### src/sv/cdudc_pkg.sv
// Shared types, codes and calendar helper functions for the date counter.
`default_nettype none
package cdudc_pkg;

  localparam logic [1:0] FUNC_FWD  = 2'd0;
  localparam logic [1:0] FUNC_BACK = 2'd1;
  localparam logic [1:0] FUNC_LOAD = 2'd2;

  localparam logic [1:0] ERR_OK        = 2'd0;
  localparam logic [1:0] ERR_BAD_MONTH = 2'd1;
  localparam logic [1:0] ERR_BAD_DAY   = 2'd2;
  localparam logic [1:0] ERR_RANGE     = 2'd3;

  localparam logic [13:0] YEAR_MAX    = 14'd9999;
  localparam logic [3:0]  MONTH_RESET = 4'd1;
  localparam logic [4:0]  DAY_RESET   = 5'd1;
  localparam logic [13:0] YEAR_RESET  = 14'd1900;
  localparam logic [7:0]  CENT_RESET  = 8'd19;
  localparam logic [6:0]  YY_RESET    = 7'd0;

  localparam logic [3:0] MONTH_FEB = 4'd2;
  localparam logic [3:0] MONTH_DEC = 4'd12;
  localparam logic [4:0] DAYS_31   = 5'd31;
  localparam logic [4:0] DAYS_30   = 5'd30;
  localparam logic [4:0] DAYS_29   = 5'd29;
  localparam logic [4:0] DAYS_28   = 5'd28;
  localparam logic [6:0] YY_LAST   = 7'd99;

  // Reciprocal of 100 scaled by 2^19; exact for every 14-bit year.
  localparam logic [26:0] RECIP_100 = 27'd5243;
  localparam int          RECIP_SHIFT = 19;

  typedef struct packed {
    logic [1:0]  func;
    logic [3:0]  load_month;
    logic [4:0]  load_day;
    logic [13:0] load_year;
  } cmd_item_t;

  typedef struct packed {
    logic [3:0]  cur_month;
    logic [4:0]  cur_day;
    logic [13:0] cur_year;
    logic        is_leap;
    logic [1:0]  error_code;
  } res_item_t;

  // Registered command plus the loaded year split into century and year of century.
  typedef struct packed {
    cmd_item_t  cmd;
    logic [7:0] load_cent;
    logic [6:0] load_yy;
  } stage_t;

  // The year is kept both whole and split so the leap rule needs no division.
  typedef struct packed {
    logic [3:0]  month;
    logic [4:0]  day;
    logic [13:0] year;
    logic [7:0]  cent;
    logic [6:0]  yy;
  } date_t;

  function automatic logic leap_of(input logic [7:0] cent, input logic [6:0] yy);
    logic leap;
    if (yy == 7'd0) begin
      leap = (cent[1:0] == 2'd0);
    end else begin
      leap = (yy[1:0] == 2'd0);
    end
    return leap;
  endfunction

  function automatic logic [4:0] days_in(input logic [3:0] month, input logic leap);
    logic [4:0] len;
    case (month)
      MONTH_FEB:                 len = leap ? DAYS_29 : DAYS_28;
      4'd4, 4'd6, 4'd9, 4'd11:   len = DAYS_30;
      default:                   len = DAYS_31;
    endcase
    return len;
  endfunction

  function automatic logic [7:0] cent_of(input logic [13:0] year);
    logic [26:0] prod;
    prod = {13'd0, year} * RECIP_100;
    return prod[26:RECIP_SHIFT];
  endfunction

endpackage
`default_nettype wire

### src/sv/calendar_date_up_down_counter_core.sv
// Gregorian date counter: input register, next-date logic, date and result registers.
// An accepted command item is held in the input register; its result is then registered in the result register.
// Throughput: one item per cycle while results are taken; the input register refills as the result register drains.
// Reset (synchronous): date returns to January 1, 1900 and both registers go empty.
// A stalled result holds the input register, which then holds off new items.
`default_nettype none
module calendar_date_up_down_counter_core (
  input  wire logic                 clk,
  input  wire logic                 rst,
  input  wire logic                 cmd_valid,
  output logic                      cmd_ready,
  input  wire cdudc_pkg::cmd_item_t cmd,
  output logic                      res_valid,
  input  wire logic                 res_ready,
  output cdudc_pkg::res_item_t      res
);

  logic              stg_valid;
  cdudc_pkg::stage_t stg;
  cdudc_pkg::date_t  date;
  cdudc_pkg::date_t  date_next;
  logic              leap_next;
  logic [1:0]        err_next;
  logic              adv;

  assign adv = stg_valid && (!res_valid || res_ready);

  cdudc_in_stage u_in_stage (
    .clk       (clk),
    .rst       (rst),
    .cmd_valid (cmd_valid),
    .cmd_ready (cmd_ready),
    .cmd       (cmd),
    .adv       (adv),
    .stg_valid (stg_valid),
    .stg       (stg)
  );

  cdudc_next u_next (
    .stg      (stg),
    .cur      (date),
    .nxt      (date_next),
    .nxt_leap (leap_next),
    .err      (err_next)
  );

  always_ff @(posedge clk) begin
    if (rst) begin
      date.month <= cdudc_pkg::MONTH_RESET;
      date.day   <= cdudc_pkg::DAY_RESET;
      date.year  <= cdudc_pkg::YEAR_RESET;
      date.cent  <= cdudc_pkg::CENT_RESET;
      date.yy    <= cdudc_pkg::YY_RESET;
      res_valid  <= 1'b0;
    end else if (adv) begin
      date      <= date_next;
      res_valid <= 1'b1;
    end else if (res_ready) begin
      res_valid <= 1'b0;
    end
  end

  always_ff @(posedge clk) begin
    if (adv) begin
      res.cur_month  <= date_next.month;
      res.cur_day    <= date_next.day;
      res.cur_year   <= date_next.year;
      res.is_leap    <= leap_next;
      res.error_code <= err_next;
    end
  end

  a_date_in_range: assert property (@(posedge clk) disable iff (rst)
    (date.month >= 4'd1) && (date.month <= cdudc_pkg::MONTH_DEC) &&
    (date.day >= 5'd1) && (date.year <= cdudc_pkg::YEAR_MAX))
    else $error("date register out of range");

  a_year_split: assert property (@(posedge clk) disable iff (rst)
    date.year == ({6'd0, date.cent} * 14'd100) + {7'd0, date.yy})
    else $error("split year disagrees with whole year");

  a_err_keeps_date: assert property (@(posedge clk) disable iff (rst)
    (adv && (err_next != cdudc_pkg::ERR_OK)) |=> (date == $past(date)))
    else $error("rejected item changed the date");

  a_leap_mult4: assert property (@(posedge clk) disable iff (rst)
    (res_valid && res.is_leap) |-> (res.cur_year[1:0] == 2'd0))
    else $error("leap flag on a year not divisible by four");

  a_result_matches_date: assert property (@(posedge clk) disable iff (rst)
    res_valid |-> (res.cur_year == date.year && res.cur_day == date.day))
    else $error("result does not show the held date");

endmodule
`default_nettype wire

### src/sv/cdudc_in_stage.sv
// Input register: holds one command item and splits its load year by 100.
`default_nettype none
module cdudc_in_stage (
  input  wire logic                 clk,
  input  wire logic                 rst,
  input  wire logic                 cmd_valid,
  output logic                      cmd_ready,
  input  wire cdudc_pkg::cmd_item_t cmd,
  input  wire logic                 adv,
  output logic                      stg_valid,
  output cdudc_pkg::stage_t         stg
);

  logic [7:0]  cent_w;
  logic [13:0] rem_w;

  assign cmd_ready = !stg_valid || adv;

  always_comb begin
    cent_w = cdudc_pkg::cent_of(cmd.load_year);
    rem_w  = cmd.load_year - ({6'd0, cent_w} * 14'd100);
  end

  always_ff @(posedge clk) begin
    if (rst) begin
      stg_valid <= 1'b0;
    end else if (cmd_ready) begin
      stg_valid <= cmd_valid;
    end
  end

  always_ff @(posedge clk) begin
    if (cmd_valid && cmd_ready) begin
      stg.cmd       <= cmd;
      stg.load_cent <= cent_w;
      stg.load_yy   <= rem_w[6:0];
    end
  end

endmodule
`default_nettype wire

### src/sv/cdudc_next.sv
// Next-date logic: day steps with month and year rollover, and checked loads.
`default_nettype none
module cdudc_next (
  input  wire cdudc_pkg::stage_t stg,
  input  wire cdudc_pkg::date_t  cur,
  output cdudc_pkg::date_t       nxt,
  output logic                   nxt_leap,
  output logic [1:0]             err
);

  logic       cur_leap;
  logic       load_leap;
  logic [4:0] cur_len;
  logic [4:0] prev_len;
  logic [4:0] load_len;

  always_comb begin
    nxt       = cur;
    err       = cdudc_pkg::ERR_OK;
    cur_leap  = cdudc_pkg::leap_of(cur.cent, cur.yy);
    cur_len   = cdudc_pkg::days_in(cur.month, cur_leap);
    prev_len  = cdudc_pkg::days_in(cur.month - 4'd1, cur_leap);
    load_leap = cdudc_pkg::leap_of(stg.load_cent, stg.load_yy);
    load_len  = cdudc_pkg::days_in(stg.cmd.load_month, load_leap);

    case (stg.cmd.func)
      cdudc_pkg::FUNC_FWD: begin
        if (cur.day < cur_len) begin
          nxt.day = cur.day + 5'd1;
        end else if (cur.month < cdudc_pkg::MONTH_DEC) begin
          nxt.day   = 5'd1;
          nxt.month = cur.month + 4'd1;
        end else if (cur.year >= cdudc_pkg::YEAR_MAX) begin
          err = cdudc_pkg::ERR_RANGE;
        end else begin
          nxt.day   = 5'd1;
          nxt.month = 4'd1;
          nxt.year  = cur.year + 14'd1;
          if (cur.yy == cdudc_pkg::YY_LAST) begin
            nxt.yy   = 7'd0;
            nxt.cent = cur.cent + 8'd1;
          end else begin
            nxt.yy = cur.yy + 7'd1;
          end
        end
      end
      cdudc_pkg::FUNC_BACK: begin
        if (cur.day > 5'd1) begin
          nxt.day = cur.day - 5'd1;
        end else if (cur.month > 4'd1) begin
          nxt.month = cur.month - 4'd1;
          nxt.day   = prev_len;
        end else if (cur.year == 14'd0) begin
          err = cdudc_pkg::ERR_RANGE;
        end else begin
          nxt.month = cdudc_pkg::MONTH_DEC;
          nxt.day   = cdudc_pkg::DAYS_31;
          nxt.year  = cur.year - 14'd1;
          if (cur.yy == 7'd0) begin
            nxt.yy   = cdudc_pkg::YY_LAST;
            nxt.cent = cur.cent - 8'd1;
          end else begin
            nxt.yy = cur.yy - 7'd1;
          end
        end
      end
      cdudc_pkg::FUNC_LOAD: begin
        // Checks run month, then day, then year; any failure keeps the date.
        if (stg.cmd.load_month < 4'd1 || stg.cmd.load_month > cdudc_pkg::MONTH_DEC) begin
          err = cdudc_pkg::ERR_BAD_MONTH;
        end else if (stg.cmd.load_day == 5'd0 || stg.cmd.load_day > load_len) begin
          err = cdudc_pkg::ERR_BAD_DAY;
        end else if (stg.cmd.load_year > cdudc_pkg::YEAR_MAX) begin
          err = cdudc_pkg::ERR_RANGE;
        end else begin
          nxt.month = stg.cmd.load_month;
          nxt.day   = stg.cmd.load_day;
          nxt.year  = stg.cmd.load_year;
          nxt.cent  = stg.load_cent;
          nxt.yy    = stg.load_yy;
        end
      end
      default: begin
        nxt = cur;
      end
    endcase

    nxt_leap = cdudc_pkg::leap_of(nxt.cent, nxt.yy);
  end

endmodule
`default_nettype wire

### config.mk
export PLATFORM = sky130hd
export DESIGN_NAME = calendar_date_up_down_counter_core
export DESIGN_NICKNAME = d
export VERILOG_FILES = /design/src/sv/cdudc_pkg.sv /design/src/sv/calendar_date_up_down_counter_core.sv /design/src/sv/cdudc_in_stage.sv /design/src/sv/cdudc_next.sv
export SDC_FILE = /design/constraint.sdc
export NUM_CORES = 1
export LEC_CHECK = 0
export ABC_AREA = 1
export BUFFER_PORTS_ARGS = -buffer_cell sky130_fd_sc_hd__clkbuf_2
export CAP_MARGIN = 0
export CORE_MARGIN = 5
export CORE_UTILIZATION = 42
export CTS_BUF_LIST = sky130_fd_sc_hd__clkbuf_2 sky130_fd_sc_hd__clkbuf_4 sky130_fd_sc_hd__clkbuf_8
export DETAILED_ROUTE_END_ITERATION = 12
export MAX_ROUTING_LAYER = met4
export SLEW_MARGIN = 20
export SYNTH_ARGS = -nofsm -noshare
export SYNTH_HDL_FRONTEND = slang
export SYNTH_SLANG_ARGS = --single-unit
### constraint.sdc
create_clock -name clk -period 6.1 [get_ports clk]
set_input_delay 1.22 -clock clk [delete_from_list [all_inputs] [get_ports clk]]
set_output_delay 1.22 -clock clk [all_outputs]
set_load 0.01 [all_outputs]
; ---- Word level (Yosys, flattened, before mapping)
; Index checks and enable logic that the tools add are counted.
[word_totals]
reg_bits = 106
in_bits = 29
out_inout_bits = 28
word_cells = 136
[op_classes]
add_sub_neg = 11
mul = 2
order_cmp = 9
n_eq_ne = 29
mux = 40
n_reduce_logical = 26
[ops]
columns = op, count
row1 = $mux 38, 5
row2 = $mux 29, 4
row3 = $pmux 38 s3, 1
row4 = $pmux 5 s2, 3
row5 = $mul 14x13->27 const B, 1
row6 = $eq 4x3->1 const B, 6
row7 = $eq 4x4->1 const B, 6
row8 = $logic_not 7->1, 3
row9 = $mux 2, 9
row10 = $mux 9, 2
row11 = $ne 2x2->1 const B, 9
row12 = $mux 8, 2
row13 = $add 14x1->14 const B, 1
row14 = $ge 14x14->1 const B, 1
row15 = $gt 14x14->1 const B, 1
row16 = $logic_not 14->1, 1
row17 = $logic_not 2->1, 7
row18 = $mux 7, 2
row19 = $sub 14x1->14 const B, 1
row20 = $reduce_and 13->1, 1
row21 = $eq 4x2->1 const B, 3
row22 = $reduce_or 4->1, 3
row23 = $mux 5, 2
row24 = $add 8x1->8 const B, 1
row25 = 29 further kinds, 42

; ---- Logic depth before layout (Yosys ltp)
; Gate-level depths: netlist (run 1).
[depth]
depth_word = 11
mapped_depth = 30
ltp_nobuf = 30

; ---- Modules after synthesis
; Synthesis (run 1) repeated with hierarchy kept, for this count alone.
[hier_totals]
cells_unflattened = 1585
hier_area_um2 = 11711.2
[modules_own_cells]
columns = module, instances, cells_per_inst, area_per_inst_um2
row1 = cdudc_in_stage, 1, 490, 4961.0
row2 = cdudc_next, 1, 839, 4307.9
row3 = calendar_date_up_down_counter_core, 1, 256, 2442.3

; ---- Worst setup path before layout (run 1)
; Ideal clock, no wire load.
[synth_path]
path_kind = input to register
start = input cmd[4] in the netlist's numbering
end = register, netlist name u_in_stage.stg[6]
setup_ns = 0.254
t_arrival_ns = 6.033
required_time_ns = 5.846
setup_slack_ns = -0.186
stages = 27
path_buffers = 0
cell_sequence = inv_1 -> fa_1 -> inv_1 -> ha_1 -> fa_1 -> inv_1 -> fa_1 -> fa_1 -> inv_1 -> ha_1 -> a21oi_1 -> o21ai_0 -> a21o_1 -> nand2_1 -> nor2_1 -> o21ai_0 -> nand3_1 -> xor2_1 -> ha_1 -> inv_1 -> ha_1 -> a21oi_1 -> o21ai_0 -> xor2_1 -> a21o_1 -> nand4_1 -> nand2_1
[synth_via]
elab_chain_len = 3
[synth_lines]
columns = element, line_no
row1 = "start, declared", calendar_date_up_down_counter_core.sv:12  ; input wire cdudc_pkg::cmd_item_t cmd,
row2 = $mul 14x13->27, cdudc_pkg.sv:86  ; prod = {13'd0, year} * RECIP_100;
row3 = $mul 8x5->5, cdudc_in_stage.sv:21  ; rem_w = cmd.load_year - ({6'd0, cent_w} * 14'd100);
row4 = $sub 7x7->7 *, cdudc_in_stage.sv:21
row5 = named net u_in_stage.rem_w[6], cdudc_in_stage.sv:15  ; logic [13:0] rem_w;
; The timed path passes the listed nets; every way through them passes the cells marked *.
; A chain may end at the register's enable or synchronous reset.

; ---- Worst setup path in the final report (run 1)
[layout_path]
start = input cmd[4] in the netlist's numbering
end = register, netlist name u_in_stage.stg[6]
[layout_via]
elab_chain_len = 3
[layout_lines]
columns = element, line_no
row1 = $mul 14x13->27, cdudc_pkg.sv:86
row2 = $mul 8x5->5, cdudc_in_stage.sv:21
row3 = $sub 7x7->7 *, cdudc_in_stage.sv:21
row4 = named net u_in_stage.rem_w[6], cdudc_in_stage.sv:15
; Marked as above.

==> results of run 1 <==
## sequential cells by signal (all words and copies together), names as in the netlist
| register | count |
|---|---|
| u_in_stage.stg | 32 |
| res | 26 |
| res_valid | 1 |
| date | 32 |
| u_in_stage.stg_valid | 1 |
## placed cells by master (no fill, tap or decap), drive strengths merged, types with 28 or more instances in the layout
cell and instances:
ha 108, edfxtp 58, fa 63, nand3 107, a21oi 78, nand4 28
clkbuf 53, nand2 319, buf 91, inv 234, dfxtp 34, nor2 99
o21ai 78
## cells by family (layout without fill, tap and decap cells)
family                   after synthesis  after routing  synth area share (%)
XOR/XNOR                              26             26                  2.24
flip-flops                            92             92                  23.9
AND/OR/NAND/NOR                      579            579                  25.5
adder cells (fa/ha/maj)              171            171                  25.7
buffers and inverters                283            391                  11.7
AO/OA/AOI/OAI                        198            198                  11.0
## through the flow
step           worst slack [ps]  utilization (%)
4_1_cts                   0.552             48.2
3_5_place_dp               -423             47.2
3_3_place_gp               -379             47.2
6_report                    190             50.1
5_1_grt                   -13.4             50.1
2_1_floorplan              46.5                -
## layer usage
layer  up-vias  GRT usage (%)  wire length (um)
li1       4582              -                 -
met3        40           1.91              1520
met2       258           36.6             14100
met1      4329           28.6             12600
met4         0           5.96               649
met5         -              -                 0
## report_power, final
part	switching [mW]	total [mW]	leakage [nW]	internal, mW
sequential	0.0656	0.853	0.839	0.788
clock	0.239	0.514	0.121	0.275
combinational	1.61	3.04	4.81	1.43
## area by class of cell
| type | instances | area (um2) |
|---|---|---|
| flip-flops and latches | 92 | 2420 |
| clock inverters | 7 | 123 |
| well taps | 319 | 399 |
| multi-input cells | 974 | 6890 |
| repair buffers | 135 | 958 |
| fillers | 2328 | 11800 |
| inverters | 240 | 918 |
| clock buffers | 9 | 124 |
## what timing repair did
item	in CTS	in global routing
endpoints found under the setup margin	0	2
resized for setup	0	101
setup buffers	0	6
## path summary, 6_finish.rpt
check                                                  from                           to  slack, ps
worst max-delay path                                 cmd[4]  u_in_stage.stg[6]$_DFFE_PP_        190
worst min-delay path                   date[8]$_SDFFE_PP1P_         date[8]$_SDFFE_PP1P_        490
worst max register to register  u_in_stage.stg[4]$_DFFE_PP_             res[2]$_DFFE_PP_       2510
worst min register to register         date[8]$_SDFFE_PP1P_         date[8]$_SDFFE_PP1P_        490
## worst max-delay path, delay by kind of cell
| kind | cells | cell delay (ps) |
|---|---|---|
| fa+ha+maj | 8 | 2590 |
| compound gates | 6 | 800 |
| simple gates | 8 | 620 |
| buf+inv | 7 | 480 |
| xor+xnor | 2 | 370 |
==> run_results.csv, run 1 <==
group,metric,value,unit
sta,fin_hold_ws,492,ps
clocking,cts_root_cell,"sky130_fd_sc_hd__clkbuf_8",
synthesis,most_instantiated_library_cell_after_synthesis,"sky130_fd_sc_hd__nand2_1",
critical_path,critPathLaunchType,"input pin",
synthesis,postSynth.asyncResetShare,0,%
die,core_region_area,23600,um2
cells_and_area,share_of_final_layout_standard_cells_stronger_than_drive_strength_1,18.4,%
route,detail_route.wl_per_cell,16.3,um
critical_path,required,6260,ps
clocking,clkLatencyLatePin,390,ps
route,vias_per_cell,5.19,
route,route.antenna.remaining_nets,0,
die,floorplan.die_area,27400,um2
clocking,max_clock_buf_depth,2,
sta,final.period_utilization,96.9,%
route,drt-total-wl,28900,um
global_routing,grt_max_degree,50,
sta,finalHoldViolations,0,
sta,finalMaxSlewViolations,0,
sta,setup-violations-final,0,
sta,slew_at_the_pin_closest_to_its_max_slew_limit,998,ps
synthesis,synth_largest_type_area_fraction,17.2,%
critical_path,worst-setup-path-type,"input pin to flop",
cells_and_area,final_net_count,1652,
power_and_ir_drop,power.ir.vdd_worst,0.000246,V
synthesis,synth_flop_type,"sky130_fd_sc_hd__edfxtp_1",
placed_design,dp_hpwl,22500,um
placed_design,finalWeightedCongestion,0.923,
synthesis,yosys_warnings,0,
clocking,cts-hold-fix-buffers,0,
global_routing,globalRouteOverflowTotal,0,
synthesis,synth_top_area_cell,"sky130_fd_sc_hd__edfxtp_1",
power_and_ir_drop,leakage,5.77,nW
synthesis,postSynthRegisterBits,92,
cells_and_area,num_antenna_cells,0,
die,fp.dieH,165,um
clocking,cts_max_level,3,
global_routing,grt_pass1_vias,8597,
synthesis,mappedNetlistNets,1549,
clocking,cts_tree,"built",
route,drt_first_iter_violations,823,
synthesis,synth_cell_types,50,
clocking,numCtsBuffers,9,
placed_design,dpl-instance-area,11100,um2
cells_and_area,layoutNonFillerInstCount,1776,
critical_path,cp_max_fo,3,
min_path,hold_path_stages,2,
synthesis,synth.yosys.seq_area_share,23.9,%
critical_path,critPathArrivalTime,6070,ps
synthesis,ys_top_cells_by_count,"sky130_fd_sc_hd__nand2_1, sky130_fd_sc_hd__inv_1, sky130_fd_sc_hd__ha_1, sky130_fd_sc_hd__nand3_1, sky130_fd_sc_hd__nor2_1",
sta,summed_negative_setup_slack_over_all_endpoints,0,ps
critical_path,ff2ff_path_depth,23,
clocking,cts.sink_count,92,
critical_path,setup.worst_path.end_class,"flop",
synthesis,post_synth_inst_count,1349,
min_path,path_type_of_the_worst_min_delay_path,"flop to flop",
global_routing,overall_routing_resource_usage,21.8,%
synthesis,top_post_synthesis_cells_by_area,"sky130_fd_sc_hd__edfxtp_1, sky130_fd_sc_hd__ha_1, sky130_fd_sc_hd__fa_1",
sta,fin_skew,11.8,ps
route,number_of_design_rule_violations_left_after_detail_routing,0,
power_and_ir_drop,power_density,373,nW/um2
sta,layout_min_cycle_time,5910,ps
die,initial_core_utilization,43.0,%
clocking,cts.reportedPaths.clkPinSlew,100,ps
die,ioPinCount,57,
critical_path,critical_path.slowest_cell,"sky130_fd_sc_hd__fa_1",
sta,worst_slew_margin_rel,33.4,%
synthesis,postSynthAreaPerCell,7.52,um2
critical_path,timing.critical_path.slowest_cell_delay,510,ps
cells_and_area,area_growth,16.6,%
die,die_width,165,um
route,drt-pass1-iter-count,5,
die,floorplan.rows,56,
placed_design,port-buffer-count,56,
run,max_cap_violations,0,
synthesis,post_synth_instance_area,10100,um2
status,run_status,"finished, final reports clean",
synthesis,number_of_enable_flip_flop_cells_after_synthesis,58,
power_and_ir_drop,p_total,4.41,mW
placed_design,placedCellCount,1754,
cells_and_area,final_cell_area,11800,um2
global_routing,first_pass_grt_wire_length,45700,um
route,via_count,9209,
global_routing,grt_antenna_before_repair,0,
sta,max_clock_freq,0.169,GHz
Note: power is estimated with default switching activity, not from simulation.
==> inputs of run 2 (changes only) <==
- CTS_BUF_LIST: sky130_fd_sc_hd__clkbuf_2 sky130_fd_sc_hd__clkbuf_4 sky130_fd_sc_hd__clkbuf_8 -> sky130_fd_sc_hd__clkbuf_16
==> run 2 against run 1 <==
Effect of this change:
- combinational power about the same
- core utilization increased by 0.51 points
- non-clock buffer count is 1 higher
- hold slack lost 5.1 ps
- power up 4.0%
- first-iteration DRC count is 16% lower
- cell count is essentially flat
- critical endpoint unchanged
- largest power group unchanged
- highest routed layer unchanged
==> run_results.csv, run 2 (synthesis gave the netlist of run 1 again) <==
group,metric,value,unit
status,run_status,"finished, final reports clean",
route,met3WireLength,1500,um
clocking,cts.sink_count,92,
cells_and_area,leading_cell_type_in_the_layout_fill_and_taps_excluded,"sky130_fd_sc_hd__nand2_1",
critical_path,critPathArrivalTime,6050,ps
power_and_ir_drop,net-switching-power,1.94,mW
cells_and_area,num_antenna_cells,0,
global_routing,grt_antenna_before_repair,0,
die,fp.dieH,165,um
sta,max_clock_freq,0.169,GHz
cells_and_area,layout_top_registers,"date (32), u_in_stage.stg (32), res (26)",
cells_and_area,layoutNonFillerInstCount,1777,
route,drt_first_iter_violations,694,
route,vias_per_cell,5.17,
sta,worst_slew_margin_rel,34.0,%
power_and_ir_drop,power.internal,2.64,mW
clocking,cts_root_cell,"sky130_fd_sc_hd__clkbuf_16",
route,via_count,9182,
global_routing,grt_max_degree,50,
critical_path,required,6220,ps
sta,slew_at_the_pin_closest_to_its_max_slew_limit,989,ps
power_and_ir_drop,leakage,5.82,nW
power_and_ir_drop,switching_share,42.3,%
placed_design,dpl-instance-area,11100,um2
power_and_ir_drop,power.ir.vdd_worst,0.000248,V
placed_design,post-place-ws,-423,ps
critical_path,ff2ff_path_depth,23,
sta,finalHoldViolations,0,
sta,final.period_utilization,97.2,%
critical_path,cp_max_fo,7,
placed_design,finalWeightedCongestion,0.923,
cells_and_area,share_of_final_layout_standard_cells_stronger_than_drive_strength_1,18.7,%
critical_path,setup.worst_path.end_class,"flop",
sta,layout_setup_ws,171,ps
route,number_of_design_rule_violations_left_after_detail_routing,0,
sta,setup-violations-final,0,
die,floorplan.die_area,27400,um2
sta,fin_skew,9.95,ps
min_path,hold_path_stages,2,
die,floorplan.rows,56,
clocking,numCtsBuffers,9,
placed_design,dp_hpwl,22500,um
clocking,max_clock_buf_depth,2,
critical_path,worst-setup-path-type,"input pin to flop",
die,ioPinCount,57,
route,route.antenna.remaining_nets,0,
cells_and_area,final_cell_area,12000,um2
sta,finalMaxSlewViolations,0,
route,drt-pass1-iter-count,5,
sta,rsz0062_at_grt,"true",
cells_and_area,final_net_count,1653,
route,detail_route.wl_per_cell,16.2,um
clocking,cts_max_level,3,
route,drt-total-wl,28900,um
global_routing,first_pass_grt_wire_length,45700,um
clocking,clkLatencyLatePin,360,ps
cells_and_area,area_growth,17.8,%
route,wl_met1,12500,um
clocking,cts_tree,"built",
route,highest-signal-layer,"met4",
die,core_region_area,23600,um2
placed_design,placedCellCount,1754,
power_and_ir_drop,power_density,384,nW/um2
power_and_ir_drop,p_seq_share,18.6,%
power_and_ir_drop,power_frac_comb,67.0,%
run,max_cap_violations,0,
global_routing,overall_routing_resource_usage,21.9,%
placed_design,port-buffer-count,56,
die,initial_core_utilization,43.0,%
die,die_width,165,um
route,wl_met2,14300,um
critical_path,critPathLaunchType,"input pin",
global_routing,grt_pass1_vias,8558,
sta,layout_min_cycle_time,5930,ps
global_routing,globalRouteOverflowTotal,0,
clocking,cts.reportedPaths.clkPinSlew,70,ps
cells_and_area,top_library_cells_by_usage_in_the_layout_fill_and_taps_aside,"sky130_fd_sc_hd__nand2_1, sky130_fd_sc_hd__inv_1, sky130_fd_sc_hd__nand3_1",
min_path,path_type_of_the_worst_min_delay_path,"flop to flop",
power_and_ir_drop,clkPwrFrac,14.4,%
==> run 2: changes by cell type in the layout (fill, tap and decap cells not counted), moves of 2 or more <==
cell | before | now
sky130_fd_sc_hd__clkbuf_16 | 0 | 9
sky130_fd_sc_hd__clkbuf_8 | 9 | 0
sky130_fd_sc_hd__nand2_1 | 299 | 297
sky130_fd_sc_hd__nand2_2 | 18 | 20
==> run 2: cell type report <==
| type | instances | area [um2] |
|---|---|---|
| Clock buffer | 9 | 225 |
| Clock inverter | 7 | 123 |
| Fill cell | 2315 | 11700 |
| Inverter | 240 | 918 |
| Multi-Input combinational cell | 974 | 6890 |
| Sequential cell | 92 | 2420 |
| Tap cell | 319 | 399 |
| Timing Repair Buffer | 136 | 973 |
==> run 2: worst paths after layout <==
check	end	slack [ps]	from
max	u_in_stage.stg[6]$_DFFE_PP_	170	cmd[10]
min	date[8]$_SDFFE_PP1P_	490	date[8]$_SDFFE_PP1P_
max reg2reg	res[2]$_DFFE_PP_	2510	u_in_stage.stg[4]$_DFFE_PP_
min reg2reg	date[8]$_SDFFE_PP1P_	490	date[8]$_SDFFE_PP1P_
==> run 2: power groups by stage <==
stage                     sequential, mW  combinational, mW  clock, mW
final                              0.854               3.07      0.659
after CTS                          0.854               2.63      0.671
after detailed placement           0.867               2.61          0
after global routing               0.864               3.47      0.694
after global placement             0.867               2.59          0
after floorplan                    0.838               1.75          0
==> run 2: routing by layer <==
metal | vias up | GRT usage [%]
li1 | 4594 | -
met2 | 284 | 37.2
met4 | 0 | 5.51
met1 | 4263 | 28.5
met3 | 41 | 1.69
met5 | - | -
==> run 2: worst max-delay path: stages <==
cell and delay (ps):
sky130_fd_sc_hd__buf_12 120, sky130_fd_sc_hd__buf_4 140, sky130_fd_sc_hd__ha_4 240, sky130_fd_sc_hd__fa_1 550, sky130_fd_sc_hd__fa_1 450, sky130_fd_sc_hd__fa_1 490
sky130_fd_sc_hd__inv_1 50, sky130_fd_sc_hd__fa_1 530, sky130_fd_sc_hd__inv_1 60, sky130_fd_sc_hd__ha_4 250, sky130_fd_sc_hd__a21oi_2 160, sky130_fd_sc_hd__o221ai_2 110
sky130_fd_sc_hd__o21ai_1 150, sky130_fd_sc_hd__nand3_1 120, sky130_fd_sc_hd__xor2_2 180, sky130_fd_sc_hd__ha_4 270, sky130_fd_sc_hd__inv_2 40, sky130_fd_sc_hd__ha_4 240
sky130_fd_sc_hd__a21oi_2 130, sky130_fd_sc_hd__o21ai_2 70, sky130_fd_sc_hd__xor2_1 170, sky130_fd_sc_hd__a21o_1 170, sky130_fd_sc_hd__nand4_1 80, sky130_fd_sc_hd__nand2_1 50
==> run 2: metrics by stage <==
step	utilization, %	power, mW	hold WS [ps]	setup TNS [ps]
after floorplan	-	2.59	451	0
after global placement	47.2	3.46	463	-605
after detailed placement	47.2	3.48	479	-782
after CTS	48.9	4.15	495	0
after global routing	50.6	5.03	541	-58.4
final	50.6	4.58	487	0
==> run 2: what timing repair did <==
item,CTS,global route
pin swaps,3,57
gates resized for setup,10,90
endpoints found under the setup margin,1,2
hold buffers,0,0
setup buffers,1,6
==> inputs of run 3 (changes only) <==
- clock period: 6.1 -> 7.28 ns (I/O delays scaled with it)
==> run 3 against run 2 <==
Effect of this change:
- power shrank 33%
- core utilization shrank 4.4 points
- sequential share of layout area increased by 1.9 points
- non-clock buffer count decreased by 74
- sequential power fell by 16%
- sequential cell count stayed put
- first-iteration DRC count is 2.9% lower
- register-to-register slack improved by 1100 ps
- combinational power shrank 40%
- critical path depth increased by 5
- largest power group unchanged
==> run_results.csv, run 3 (synthesis gave the netlist of run 1 again) <==
group,metric,value,unit
power_and_ir_drop,switching_share,46.1,%
global_routing,globalRouteOverflowTotal,0,
clocking,cts-hold-fix-buffers,0,
critical_path,cp_max_fo,6,
clocking,max_clock_buf_depth,2,
placed_design,finalWeightedCongestion,0.984,
route,detail_route.wl_per_cell,16.6,um
sta,final.period_utilization,92.2,%
sta,finalMaxSlewViolations,0,
sta,slew_at_the_pin_closest_to_its_max_slew_limit,1020,ps
power_and_ir_drop,p_seq_share,23.4,%
power_and_ir_drop,clkPwrFrac,16.5,%
route,number_of_design_rule_violations_left_after_detail_routing,0,
cells_and_area,final_net_count,1579,
min_path,path_type_of_the_worst_min_delay_path,"flop to flop",
cells_and_area,share_of_final_layout_standard_cells_stronger_than_drive_strength_1,9.97,%
sta,layout_setup_ws,565,ps
sta,worst_slew_margin_rel,31.6,%
critical_path,worst-setup-path-type,"input pin to flop",
cells_and_area,n_fill_cell,2407,
global_routing,grt_pass1_vias,8402,
cells_and_area,num_antenna_cells,0,
clocking,cts.sink_count,92,
die,floorplan.rows,56,
clocking,cts.repair_timing.setup_buffer_count,0,
route,drt-pass1-iter-count,7,
global_routing,grt_max_degree,50,
die,floorplan.die_area,27400,um2
clocking,cts_tree,"built",
cells_and_area,ff_latch_area,2420,um2
global_routing,overall_routing_resource_usage,21.9,%
run,max_cap_violations,0,
critical_path,setup.worst_path.end_class,"flop",
cells_and_area,layout_top_registers,"date (32), u_in_stage.stg (32), res (26)",
power_and_ir_drop,leakage,5.44,nW
die,core_region_area,23600,um2
critical_path,critPathArrivalTime,6840,ps
route,drt-total-wl,28200,um
status,run_status,"finished, final reports clean",
cells_and_area,leading_cell_type_in_the_layout_fill_and_taps_excluded,"sky130_fd_sc_hd__nand2_1",
route,via_count,8849,
sta,fin_skew,10.3,ps
power_and_ir_drop,p_total,3.05,mW
die,initial_core_utilization,43.0,%
placed_design,port-buffer-count,56,
clocking,cts_max_level,3,
cells_and_area,multiInputGateArea,6540,um2
sta,finalHoldViolations,0,
sta,rsz0062_at_grt,"false",
clocking,cts.reportedPaths.clkPinSlew,70,ps
die,die_width,165,um
power_and_ir_drop,net-switching-power,1.41,mW
critical_path,critical_path.slowest_cell,"sky130_fd_sc_hd__fa_1",
critical_path,timing.critical_path.slowest_cell_delay,550,ps
sta,setup-violations-final,0,
power_and_ir_drop,power_frac_comb,60.0,%
power_and_ir_drop,power.ir.vdd_worst,0.000190,V
power_and_ir_drop,power_density,280,nW/um2
global_routing,first_pass_grt_wire_length,45300,um
placed_design,post-place-ws,161,ps
route,vias_per_cell,5.20,
placed_design,dp_hpwl,21800,um
cells_and_area,area_growth,7.54,%
die,fp.dieH,165,um
sta,summed_negative_setup_slack_over_all_endpoints,0,ps
die,ioPinCount,57,
clocking,numCtsBuffers,9,
route,drt_first_iter_violations,674,
critical_path,critPathLaunchType,"input pin",
clocking,cts_root_cell,"sky130_fd_sc_hd__clkbuf_16",
clocking,cts_resized,0,
route,route.antenna.remaining_nets,0,
critical_path,required,7400,ps
sta,layout_min_cycle_time,6710,ps
global_routing,grt_antenna_before_repair,0,
power_and_ir_drop,power.internal,1.64,mW
clocking,clkLatencyLatePin,360,ps
cells_and_area,top_library_cells_by_usage_in_the_layout_fill_and_taps_aside,"sky130_fd_sc_hd__nand2_1, sky130_fd_sc_hd__inv_1, sky130_fd_sc_hd__ha_1",
sta,max_clock_freq,0.149,GHz
==> run 3: cell types whose count changed in the layout (fill, tap and decap cells not counted), sizes merged <==
cell	previous run	this run
buf	91	6
bufinv	3	1
clkbuf	54	65
clkinv	8	6
clkinvlp	2	0
inv	234	240
==> run 3: power by group through the flow <==
stage	Sequential [mW]	Clock [mW]	Combinational, mW
2_1_floorplan	0.702	0	1.42
3_3_place_gp	0.725	0	1.84
3_5_place_dp	0.725	0	1.84
4_1_cts	0.714	0.518	1.85
5_1_grt	0.722	0.540	2.14
6_report	0.715	0.505	1.83
==> run 3: critical path: cells and delay by family <==
kind                       cells  cell delay [ps]
AOI/OAI and AO/OA              6              840
xor gates and xnor gates       2              370
adders and majority gates      8             3200
buffers and inverters          6              560
and+or+nand+nor                7              400
==> run 3: area by class of cell <==
class	count	area share, %
Multi-Input combinational cell	974	60.0
Sequential cell	92	22.2
Inverter	240	8.36
Tap cell	319	3.66
Timing Repair Buffer	62	2.98
Clock buffer	9	2.06
Clock inverter	7	0.780
==> run 3: stage by stage <==
step                      cell area (um2)  hold slack [ps]  instances  util (%)
after detailed placement            10600              492       1687      44.9
after global placement              10600              464       1687      44.9
after CTS                           10900              505       1703      46.2
after floorplan                     10100              451       1349         -
after global routing                10900              538       1703      46.2
final                               10900              502       1703      46.2
==> run 3: path summary, 6_finish.rpt <==
path	slack, ps	startpoint	depth (start not counted)	to
max reg2reg	3620	u_in_stage.stg[4]$_DFFE_PP_	23	res[2]$_DFFE_PP_
min	500	date[8]$_SDFFE_PP1P_	2	date[8]$_SDFFE_PP1P_
min reg2reg	500	date[8]$_SDFFE_PP1P_	2	date[8]$_SDFFE_PP1P_
max	570	cmd[4]	29	u_in_stage.stg[6]$_DFFE_PP_
==> run 3: per-layer routing <==
layer	GRT usage [%]	routed length [um]	share of wire (%)	vias to the layer above
met1	29.1	12600	45	4156
li1	-	-	-	4436
met3	2.16	1340	4.8	40
met2	36.0	13600	48	217
met5	-	0	0	-
met4	5.96	622	2.2	0
